==> src/design/rle_pkg.sv <==
`timescale 1ns / 1ps
// rle_pkg: constants, types and the run code function of the byte run-length encoder.
// No dependencies; used by rle_run, rle_obuf, rle_byte_encoder and the bench.
package rle_pkg;

	localparam int unsigned RLE_MAX_RUN = 63;
	localparam int unsigned RUN_W       = 6;
	localparam int unsigned BURST_MAX   = 5;
	localparam int unsigned BCNT_W      = 3;

	localparam logic [7:0] RUN_MARK = 8'hC0;
	localparam logic [7:0] END_MARK = 8'hC0;

	typedef struct packed {
		logic [1:0] cnt;
		logic [7:0] b0;
		logic [7:0] b1;
	} rle_pair_t;

	typedef struct packed {
		logic [BCNT_W-1:0]             cnt;
		logic [BURST_MAX-1:0][7:0]     bytes;
	} rle_burst_t;

	function automatic rle_pair_t run_code(logic [7:0] v, logic [RUN_W-1:0] l);
		rle_pair_t p;
		p.b1 = v;
		if (l > RUN_W'(1) || (v & RUN_MARK) == RUN_MARK) begin
			p.cnt = 2'd2;
			p.b0  = RUN_MARK | {2'b00, l};
		end else begin
			p.cnt = 2'd1;
			p.b0  = v;
		end
		return p;
	endfunction

endpackage

==> src/design/rle_in_if.sv <==
`timescale 1ns / 1ps
// rle_in_if: input channel of the encoder, one raw byte per item.
// Standalone; no package needed.
interface rle_in_if;
	logic       valid;
	logic       ready;
	logic [7:0] in_byte;
	logic       in_last;

	modport source (output valid, output in_byte, output in_last, input ready);
	modport sink (input valid, input in_byte, input in_last, output ready);
endinterface

==> src/design/rle_out_if.sv <==
`timescale 1ns / 1ps
// rle_out_if: output channel of the encoder, one coded byte per item.
// Standalone; no package needed.
interface rle_out_if;
	logic       valid;
	logic       ready;
	logic [7:0] out_byte;
	logic       out_last;

	modport source (output valid, output out_byte, output out_last, input ready);
	modport sink (input valid, input out_byte, input out_last, output ready);
endinterface

==> src/design/rle_run.sv <==
`timescale 1ns / 1ps
// rle_run: input register, run state and coding of one item into a burst of up to five bytes.
// Depends on rle_pkg and rle_in_if.
module rle_run
	import rle_pkg::*;
#(
	parameter int unsigned MAX_RUN = RLE_MAX_RUN
) (
	input  logic        clk,
	input  logic        arst_n,
	rle_in_if.sink      din,
	input  logic        buf_free,
	output logic        burst_valid,
	output rle_burst_t  burst
);

	logic                 valid_s1;
	logic [7:0]           byte_s1;
	logic                 last_s1;
	logic [7:0]           held_q;
	logic [RUN_W-1:0]     len_q;
	logic                 consume;
	logic                 close;
	logic                 fresh;
	logic [7:0]           nv;
	logic [RUN_W-1:0]     nl;
	rle_pair_t            p_close;
	rle_pair_t            p_flush;
	logic [BCNT_W-1:0]    n;
	rle_burst_t           bl;

	assign close   = (len_q != '0) &&
	                 !(byte_s1 == held_q && len_q < RUN_W'(MAX_RUN));
	assign fresh   = (len_q == '0) || close;
	assign nv      = fresh ? byte_s1 : held_q;
	assign nl      = fresh ? RUN_W'(1) : len_q + RUN_W'(1);
	assign p_close = run_code(held_q, len_q);
	assign p_flush = run_code(nv, nl);

	always_comb begin
		n        = '0;
		bl.bytes = '0;
		if (close) begin
			bl.bytes[0] = p_close.b0;
			bl.bytes[1] = p_close.b1;
			n           = BCNT_W'(p_close.cnt);
		end
		if (last_s1) begin
			bl.bytes[n] = p_flush.b0;
			if (p_flush.cnt == 2'd2) begin
				bl.bytes[n + BCNT_W'(1)] = p_flush.b1;
			end
			n           = n + BCNT_W'(p_flush.cnt);
			bl.bytes[n] = END_MARK;
			n           = n + BCNT_W'(1);
		end
		bl.cnt = n;
	end

	assign burst       = bl;
	assign burst_valid = valid_s1 && (bl.cnt != '0);
	assign consume     = valid_s1 && ((bl.cnt == '0) || buf_free);
	assign din.ready   = !valid_s1 || consume;

	always_ff @(posedge clk or negedge arst_n) begin
		if (!arst_n) begin
			valid_s1 <= 1'b0;
		end else if (din.ready) begin
			valid_s1 <= din.valid;
		end
	end

	always_ff @(posedge clk) begin
		if (din.ready && din.valid) begin
			byte_s1 <= din.in_byte;
			last_s1 <= din.in_last;
		end
	end

	always_ff @(posedge clk or negedge arst_n) begin
		if (!arst_n) begin
			held_q <= '0;
			len_q  <= '0;
		end else if (consume) begin
			if (last_s1) begin
				held_q <= '0;
				len_q  <= '0;
			end else begin
				held_q <= nv;
				len_q  <= nl;
			end
		end
	end

	a_len_max: assert property (@(posedge clk) disable iff (!arst_n)
		len_q <= RUN_W'(MAX_RUN))
		else $error("run length above limit");

	a_last_clears: assert property (@(posedge clk) disable iff (!arst_n)
		consume && last_s1 |=> len_q == '0)
		else $error("run not cleared after final byte");

endmodule

==> src/design/rle_obuf.sv <==
`timescale 1ns / 1ps
// rle_obuf: result register that sends a burst of coded bytes one per cycle
// while dout is ready. Depends on rle_pkg and rle_out_if.
module rle_obuf
	import rle_pkg::*;
(
	input  logic        clk,
	input  logic        arst_n,
	input  logic        burst_valid,
	input  rle_burst_t  burst,
	output logic        buf_free,
	rle_out_if.source   dout
);

	logic [BCNT_W-1:0]          cnt_q;
	logic [BURST_MAX-1:0][7:0]  slots_q;
	logic                       load;
	logic                       take;

	assign take          = dout.valid && dout.ready;
	assign buf_free      = (cnt_q == '0) || (cnt_q == BCNT_W'(1) && dout.ready);
	assign load          = burst_valid && buf_free;
	assign dout.valid    = cnt_q != '0;
	assign dout.out_byte = slots_q[0];
	assign dout.out_last = cnt_q == BCNT_W'(1);

	always_ff @(posedge clk or negedge arst_n) begin
		if (!arst_n) begin
			cnt_q <= '0;
		end else if (load) begin
			cnt_q <= burst.cnt;
		end else if (take) begin
			cnt_q <= cnt_q - BCNT_W'(1);
		end
	end

	always_ff @(posedge clk) begin
		if (load) begin
			slots_q <= burst.bytes;
		end else if (take) begin
			slots_q <= {8'h00, slots_q[BURST_MAX-1:1]};
		end
	end

	a_cnt_max: assert property (@(posedge clk) disable iff (!arst_n)
		cnt_q <= BCNT_W'(BURST_MAX))
		else $error("burst count above limit");

	a_no_overwrite: assert property (@(posedge clk) disable iff (!arst_n)
		cnt_q > BCNT_W'(1) |=> cnt_q != '0)
		else $error("pending bytes dropped");

endmodule

==> src/design/rle_byte_encoder.sv <==
`timescale 1ns / 1ps
// channel | dir | payload           | meaning
// din     | in  | in_byte, in_last  | raw byte, flag on final byte of stream
// dout    | out | out_byte, out_last | coded byte, flag on last byte of an item
// An item is registered on accept and coded the next cycle into a burst of 0..5 bytes.
// The result register sends one byte per cycle while dout is ready; a new item enters
// every cycle while bursts are empty, else as the last byte of a burst goes out.
// Items pass the input register, then the result register. Stalls on dout hold both stages.
// Reset clears the run state and both stages; no clearing pass is needed.
// Top level of the byte run-length encoder. Depends on rle_pkg, rle_in_if, rle_out_if,
// rle_run and rle_obuf.
module rle_byte_encoder
	import rle_pkg::*;
#(
	parameter int unsigned MAX_RUN = RLE_MAX_RUN
) (
	input  logic      clk,
	input  logic      arst_n,
	rle_in_if.sink    din,
	rle_out_if.source dout
);

	logic       buf_free;
	logic       burst_valid;
	rle_burst_t burst;

	rle_run #(
		.MAX_RUN (MAX_RUN)
	) u_run (
		.clk         (clk),
		.arst_n      (arst_n),
		.din         (din),
		.buf_free    (buf_free),
		.burst_valid (burst_valid),
		.burst       (burst)
	);

	rle_obuf u_obuf (
		.clk         (clk),
		.arst_n      (arst_n),
		.burst_valid (burst_valid),
		.burst       (burst),
		.buf_free    (buf_free),
		.dout        (dout)
	);

endmodule

==> src/flat_wrapper.sv <==
// flat-port wrapper written by rule: the top's interface ports become plain ports
module rle_byte_encoder_flat import rle_pkg::*;
#(
	parameter int unsigned MAX_RUN = RLE_MAX_RUN
)
  (clk, arst_n, din_valid, din_in_byte, din_in_last, din_ready, dout_valid, dout_out_byte, dout_out_last, dout_ready);
  rle_in_if din_i ();
  rle_out_if dout_i ();
  input  logic clk;
  input  logic arst_n;
  input wire logic [$bits(din_i.valid)-1:0] din_valid;
  input wire logic [$bits(din_i.in_byte)-1:0] din_in_byte;
  input wire logic [$bits(din_i.in_last)-1:0] din_in_last;
  output wire logic [$bits(din_i.ready)-1:0] din_ready;
  output wire logic [$bits(dout_i.valid)-1:0] dout_valid;
  output wire logic [$bits(dout_i.out_byte)-1:0] dout_out_byte;
  output wire logic [$bits(dout_i.out_last)-1:0] dout_out_last;
  input wire logic [$bits(dout_i.ready)-1:0] dout_ready;
  assign din_i.valid = din_valid;
  assign din_i.in_byte = din_in_byte;
  assign din_i.in_last = din_in_last;
  assign din_ready = din_i.ready;
  assign dout_valid = dout_i.valid;
  assign dout_out_byte = dout_i.out_byte;
  assign dout_out_last = dout_i.out_last;
  assign dout_i.ready = dout_ready;
  rle_byte_encoder #(.MAX_RUN(MAX_RUN)) u_core (.clk(clk), .arst_n(arst_n), .din(din_i), .dout(dout_i));
endmodule
==> config.mk <==
export PLATFORM = sky130hd
export DESIGN_NAME = rle_byte_encoder_flat
export DESIGN_NICKNAME = d
export VERILOG_FILES = /design/src/design/rle_pkg.sv /design/src/design/rle_in_if.sv /design/src/design/rle_out_if.sv /design/src/design/rle_run.sv /design/src/design/rle_obuf.sv /design/src/design/rle_byte_encoder.sv /design/src/flat_wrapper.sv
export SDC_FILE = /design/constraint.sdc
export NUM_CORES = 1
export LEC_CHECK = 0
export ABC_CLOCK_PERIOD_IN_PS = 8180
export BUFFER_PORTS_ARGS = -buffer_cell sky130_fd_sc_hd__buf_4
export CORE_MARGIN = 2
export CORE_UTILIZATION = 38
export CTS_BUF_LIST = sky130_fd_sc_hd__clkbuf_8
export CTS_CLUSTER_SIZE = 40
export DETAILED_ROUTE_END_ITERATION = 12
export SYNTH_ARGS = -nofsm -noshare
export SYNTH_HDL_FRONTEND = slang
export SYNTH_HIERARCHICAL = 1
export SYNTH_SLANG_ARGS = --single-unit
==> constraint.sdc <==
create_clock -name clk -period 8.18 [get_ports clk]
set_input_delay 0.409 -clock clk [delete_from_list [all_inputs] [get_ports clk]]
set_output_delay 0.409 -clock clk [all_outputs]
set_load 0.05 [all_outputs]
* After elaboration in Yosys (flattened, before gate mapping)
Index checks and enable logic that the tools add are counted. Widths: inputs -> output; s select.
Storage, ports and cells: register bits 67, input port bits 13, output and inout bits 11, word-level logic and storage cells 83
Operators by class: add/subtract/negate cells 5, order comparisons 9, equality and inequality tests 5, multiplexer cells 24, bitwise operators 3, reduce and logical (&&, ||, !) cells 26
Operator list (number):
- $mux 40 | 5
- $bwmux 40 | 2
- $demux 8 s3 | 3
- $mux 8 | 5
- $and 30x30->30 | 1
- $not 30->30 | 1
- $mux 10 | 2
- $mux 16 | 1
- $gt 6x1->1 const B | 2
- $mux 6 | 2
- $logic_and 1x1->1 | 11
- $or 10x10->10 | 1
- $mux 3 | 3
- $eq 8x8->1 | 1
- $lt 3x4->1 const B | 2
- $add 6x1->6 const B | 1
- $eq 2x2->1 const B | 3
- $ge 3x1->1 const B | 2
- $logic_not 3->1 | 2
- $logic_not 6->1 | 1
- $logic_or 1x1->1 | 6
- $lt 6x6->1 const B | 1
- $reduce_bool 3->1 | 2
- $reduce_bool 6->1 | 1
- other kinds (10) | 11

* Depth between registers and ports, before layout
word-level depth 18, gate-level depth with buffers 16, mapped depth without buffers 15

* By module
Netlist, hierarchy kept.
Modules (own cells, without submodules):
- rle_run | times used 1, cells an instance 265, area an instance 2157.1 µm², seq. area each 645.6 µm²
- rle_obuf | times used 1, cells an instance 124, area an instance 2014.4 µm², seq. area each 1276.2 µm²

* Least setup slack after synthesis
No wires, ideal clock.
kind register to register, start reg u_core.u_run.len_q[0], end reg u_core.u_obuf.cnt_q[2], setup time 0.123 ns, data arrival time 3.842 ns, data required time 8.057 ns, slack 4.215 ns, cell stages (with the launch flop) 14, buffers on the path 0, clock period less this slack 3.965 ns, cell sequence dfrtp_1 > ha_1 > and3_1 > and3_4 > o31ai_4 > nor2_1 > ha_1 > inv_1 > fa_1 > nor4bb_1 > nor2_1 > and3b_1 > a21o_2 > o221a_2
On the way: cells in the longest elaborated chain, start to end 16, elaborated cells on any way between the ends 26, classes of those cells add/sub (3); order compare (3); eq/ne (1); mux (7); reduce/logical (12)
Ends and longest elaborated chain:
- start: declaration | line rle_run.sv:21 | logic [RUN_W-1:0] len_q;
- start signal: assignment | line rle_run.sv:90 | len_q <= nl;
- $lt 6x6->1 | line rle_run.sv:33 | !(byte_s1 == held_q && len_q < RUN_W'(MAX_RUN));
- $logic_and 1x1->1 | line rle_run.sv:33
- $logic_not 1->1 | line rle_run.sv:33
- $logic_and 1x1->1 | line rle_run.sv:32 | assign close = (len_q != '0) &&
- $logic_or 1x1->1 | line rle_run.sv:34 | assign fresh = (len_q == '0) || close;
- $mux 6 / $mux 8 (equally long branches) | line rle_run.sv:36, rle_run.sv:35
- $gt 6x1->1 / $eq 2x2->1 (equally long branches) | line rle_pkg.sv:28 | if (l > RUN_W'(1) || (v & RUN_MARK) == RUN_MARK) begin
- $logic_or 1x1->1 | line rle_pkg.sv:28
- $mux 10 | line rle_pkg.sv:28
- $add 2x2->3 | line rle_run.sv:53 | n = n + BCNT_W'(p_flush.cnt);
- $add 3x1->3 | line rle_run.sv:55 | n = n + BCNT_W'(1);
- $mux 3 (*) | line rle_run.sv:48 | if (last_s1) begin
- $reduce_bool 3->1 (*) | line rle_run.sv:61 | assign burst_valid = valid_s1 && (bl.cnt != '0);
- $logic_and 1x1->1 (*) | line rle_run.sv:61
- via u_core.burst_valid | line rle_byte_encoder.sv:24 | logic burst_valid;
- $logic_and 1x1->1 (*) | line rle_obuf.sv:22 | assign load = burst_valid && buf_free;
- $mux 3 / $reduce_bool 2->1 (equally long branches)
- end signal: assignment | line rle_obuf.sv:31 | cnt_q <= burst.cnt;
- end signal: assignment | line rle_obuf.sv:33 | cnt_q <= cnt_q - BCNT_W'(1);
- end: declaration | line rle_obuf.sv:15 | logic [BCNT_W-1:0] cnt_q;
Mark *: on every way through the listed nets, which the timed path passes. The rest lies on a longest branch. A chain may end at the register's enable or synchronous reset.

* Worst setup path in the final report
start reg u_core.u_run.len_q[0], end reg u_core.u_obuf.slots_q (netlist bit u_core/u_obuf/dout.out_byte[6]), data pin
On the way: elaborated cells on any way between the ends 49, classes of those cells add/sub (4); order compare (9); eq/ne (2); mux (19); bitwise (1); reduce/logical (14)
RTL lines:
- $lt 6x6->1 | line rle_run.sv:33
- $logic_and 1x1->1 | line rle_run.sv:33
- $logic_not 1->1 | line rle_run.sv:33
- $logic_and 1x1->1 | line rle_run.sv:32
- $logic_or 1x1->1 | line rle_run.sv:34
- $mux 6 / $mux 8 (equally long branches) | line rle_run.sv:36, rle_run.sv:35
- $gt 6x1->1 / $eq 2x2->1 (equally long branches) | line rle_pkg.sv:28
- $logic_or 1x1->1 | line rle_pkg.sv:28
- $mux 10 | line rle_pkg.sv:28
- $add 2x2->3 | line rle_run.sv:53
- $add 3x1->3 | line rle_run.sv:55
- $mux 3 (*) | line rle_run.sv:48
- $reduce_bool 3->1 (*) | line rle_run.sv:61
- $logic_and 1x1->1 (*) | line rle_run.sv:61
- via u_core.burst_valid | line rle_byte_encoder.sv:24
- $logic_and 1x1->1 (*) | line rle_obuf.sv:22
- $mux 40 (*) | line rle_obuf.sv:38 | if (load) begin
- end signal: assignment | line rle_obuf.sv:39 | slots_q <= burst.bytes;
- end signal: assignment | line rle_obuf.sv:41 | slots_q <= {8'h00, slots_q[BURST_MAX-1:1]};
- end: declaration | line rle_obuf.sv:16 | logic [BURST_MAX-1:0][7:0] slots_q;
Mark *: on every way through the listed nets, which the timed path passes. The rest lies on a longest branch. The select of a mux whose other input is x is not followed.

==> summary.md <==
| Metric | Value |
|---|---|
| Outcome | finished, final reports clean |
| Min cycle time layout | ~4.8 ns |
| Sink Count | between 60 and 70 |
| Post-synth EDFFs | 49 |
| Maximum VDD drop | roughly 0.21 mV |
| Final WL | between 9000 and 10000 um |
| Number of global-route vias before repair | about 3000 |
| Slew Limit Fails | 0 |
| Flop-to-flop setup slack | 3.41 ns |
| Slowest cell delay on critical path | about 0.8 ns |
| CP arrival | ~5 ns |
| Antenna-violating nets left | 0 |
| Layout Skew | approximately 0.011 ns |
| Mapped Avg Cell Area | around 11 sq um |
| Total power | roughly 1.8 mW |
| CTS root buf | clkbuf_8 |
| Gpl congestion | between 0.9 and 1 |
| Worst-margin pin slew | 1.140 ns |
| Lkg Pwr | roughly 1.7 nW |
| R2R cell count | 13 |
| Pin count of the biggest net entering global routing | 44 |
| Detailed Place HPWL | between 6000 and 7000 um |
| Final hold violations | 0 |
| Hold Path End | u_core/u_run/byte_s1[6]$_DFFE_PP_ |
| Final design area excluding fillers | about 4500 sq um |
| Die Area | between 10000 and 15000 sq um |
| Clk_lat worst skew | 0.36 ns |
| Aggregate global-route resource usage | 0.1743 |
| Critical R2R Capture | u_core/u_obuf/dout.out_byte[6]$_DFFE_PP_ |
| Clock-pin slew on the worst setup and hold paths | approximately 0.08 ns |
| Part of the total power dissipated in the clock network | 0.175 |
| Hold WC Path Type | in -> reg |
| Synth Warn # | 6 |
| Routed wire length per instance | ~17 um |
| Switching power total | 749.1 uW |
| Seq/Total Area, Yosys | 0.4607 |
| Vias | 2986 |
| Initial Util | 0.3865 |
| Int Power | ~1.0 mW |
| Critical Path RT | a little over 8 ns |
| Sequential power share | 0.366 |
| Combinational group share of total power | 0.458 |
| Core Footprint | about 11000 sq um |
| Post-synthesis async set-or-reset flop share | 0.2687 |
| TritonCTS clock tree | built |
| Most frequent CP cell | ha_1 |
| Die Y | approximately 110 um |
| Nets | 418 |
| Synth-to-layout area growth | 9.028% |
| CP Cell Sequence | ha_1, and3_1, nand3_1, nand4_1, o21a_2, ha_1, inv_1, fa_1, nor4bb_1, nor2_1, nand2b_2, nor2_4, mux2_2 |
| Number of inserted diodes | 0 |
| Switch share | 0.4171 |
| Num CTS Buffers | 9 |
| Drt first pass iters | 8 |
| Grt total ovfl | 0 |
| Critical Path End Type | flip-flop |
| Worst path slowest cell | nor2_4 |
| Num ports | 24 |
| Max_cap viols | 0 |
| Sequential cell area | between 1500 and 2000 sq um |
| Initial antenna violation count | 0 |
| Post-Place Cell Area | 4313 sq um |
| First-pass GRT wire length | around 15000 um |
| # setup viols final | 0 |
| Flops & latches, synth | 67 |
| Period Utilization, post-route | 0.5835 |
| Mapped Area | around 4200 sq um |
| CTS H-tree depth | 3 |
| RSZ-0062 raised after global routing | no |
| Synth Flop Type | edfxtp_1 |
| Fmax | between 0.2 and 0.25 GHz |
| DR vias/cell | ~5.5 |
| # Post-CTS Setup Buffers | 0 |
| Share of cells above drive strength 1 | 0.2244 |
| Multi-input gate area | around 2000 sq um |
| FF-to-FF Start | u_core/u_run/len_q[0]$_DFFE_PN0P_ |
| Hold Crit Start | din_in_byte[6] |
| Initial DRC count | 233 |
| Fill count | 1008 |
| # rows | 38 |
| Syn Inst Count | between 300 and 400 |
| WHS Path Cells | 1 |
| Worst slew margin | 0.2362 |
| Setup_tns | 0 ns |
| DRC Markers | 0 |
| PwrDens | ~390 nW/um^2 |
| Crit Path Class | reg -> reg |
| Worst setup SP type | flip-flop |
| Count of buffers from port buffering | 23 |
| CP max FO | 41 |
| Die X | 108.8 um |
| Post-synth cell types | 72 |
| Hold Slack | 0.2251 ns |
| Clock Path Buffers | 2 |
layout by cell type, fill, tap and decap left out, types with 3 or more instances in the layout:
master    synthesis  routed
a211oi_1          3       3
a21oi_1          17      17
a22oi_1           9       9
a31oi_1           3       3
and2_1           18      18
buf_4            20      24
clkbuf_8          0       9
conb_1            1       6
dfrtp_1          18      18
edfxtp_1         49      49
ha_1              8       8
inv_1             8       8
mux2_2           30      30
mux2i_1           3       3
nand2_1          44      44
nand2b_1          4       4
nand3_1           9       9
nand4_1           4       4
nor2_1           10      10
nor3_1            8       8
nor4b_1           3       3
o211ai_1          6       6
o21ai_0          28      28
o21ai_1           3       3
o22ai_1           5       5
xnor2_1          10      10
cell usage after synthesis (all sizes together), types with 3 or more instances:
master,instances,area [sq um]
and3,3,23.77
a21o,3,25.03
a31oi,3,18.77
o31ai,3,36.28
inv,9,33.78
clkbuf,4,15.01
edfxtp,49,1471
a22oi,9,67.56
o21ai,31,155.1
nand2,44,165.2
nor3,9,50.05
mux2,32,360.3
nand2b,5,33.78
nand4,4,25.02
and2,18,112.6
nand3,11,72.57
mux2i,3,30.03
o211ai,7,57.55
nor4b,3,26.28
a21oi,19,110.1
buf,30,217.7
dfrtp,18,450.4
o22ai,5,31.28
ha,8,100.1
nor2,13,61.31
xnor2,10,87.58
a211oi,4,42.54
state kept, by name (all words and copies together) (netlist names):
| signal | count |
|---|---|
| u_core/u_obuf/dout.out_byte | 8 |
| u_core/u_run/valid_s1 | 1 |
| u_core/u_run/held_q | 8 |
| u_core/u_run/len_q | 6 |
| u_core/u_run/last_s1 | 1 |
| u_core/u_obuf/cnt_q | 3 |
| u_core/u_obuf/slots_q | 32 |
| u_core/u_run/byte_s1 | 8 |
metal layers:
layer / share of wire / vias up / routed length, um / track usage
li1: - / 1441 / - / -
met1: 0.45 / 1412 / 4226 / 0.2210
met2: 0.46 / 111 / 4347 / 0.2772
met3: 0.060 / 22 / 563 / 0.04244
met4: 0.032 / 0 / 298 / 0.08791
met5: 0 / - / 0 / 0
area by class of cell:
type	count	area share
Multi-Input combinational cell	284	0.4402
Sequential cell	67	0.4226
Timing Repair Buffer	25	0.04182
Tap cell	140	0.03851
Clock buffer	9	0.02724
Clock inverter	7	0.02228
Inverter	9	0.007428
critical path: cells and delay by family, from the launching register on:
kind | cells | cell delay [ns]
compound gates | 1 | 0.29
flops | 1 | 0.51
simple gates | 7 | 2.10
buf+inv | 1 | 0.05
fa+ha+maj | 3 | 1.14
mux | 1 | 0.42
power groups by stage:
stage                     clock [mW]  sequential [mW]  combinational [mW]
after detailed placement           0            0.663               0.814
after floorplan                    0            0.611               0.704
final                          0.315            0.658               0.823
after global routing           0.338            0.673               0.903
after global placement             0            0.664               0.803
after CTS                      0.325            0.656               0.822
stage by stage:
stage | instances | utilization | setup WS [ns]
global route | 541 | 0.4214 | 3.033
CTS | 541 | 0.4214 | 3.451
detailed placement | 524 | 0.3996 | 3.497
global placement | 524 | 0.3996 | 3.658
floorplan | 394 | - | 4.215
finish | 541 | 0.4214 | 3.407
cells by family (layout without fill, tap and decap cells):
group	count (synthesis)	after routing	synth area share
flip-flops	67	67	0.4607
other	1	6	0.0008990
AND/OR/NAND/NOR	125	125	0.1689
AO/OA/AOI/OAI	97	97	0.1581
multiplexers	35	35	0.09358
buffers and inverters	43	50	0.06388
XOR/XNOR	12	12	0.02519
adder cells (fa/ha/maj)	9	9	0.02880
repair_timing:
item	4_1_cts	5_1_grt
hold buffers	1	0
resized for setup	0	0
endpoints found under the hold margin	18	0
worst max-delay path by stage:
stage                                      startpoint                                       end  depth (start not counted)  slack, ns
finish              u_core/u_run/len_q[0]$_DFFE_PN0P_  u_core/u_obuf/dout.out_byte[6]$_DFFE_PP_                         13       3.41
global route        u_core/u_run/len_q[0]$_DFFE_PN0P_  u_core/u_obuf/dout.out_byte[3]$_DFFE_PP_                         13       3.03
CTS                 u_core/u_run/len_q[0]$_DFFE_PN0P_  u_core/u_obuf/dout.out_byte[6]$_DFFE_PP_                         13       3.45
detailed placement  u_core/u_run/len_q[0]$_DFFE_PN0P_  u_core/u_obuf/dout.out_byte[6]$_DFFE_PP_                         13       3.50
global placement    u_core/u_run/len_q[0]$_DFFE_PN0P_  u_core/u_obuf/dout.out_byte[5]$_DFFE_PP_                         13       3.66
floorplan           u_core/u_run/len_q[0]$_DFFE_PN0P_        u_core/u_obuf/cnt_q[2]$_DFFE_PN0P_                         13       4.22
No activity file was read; power rests on OpenSTA's default activity.
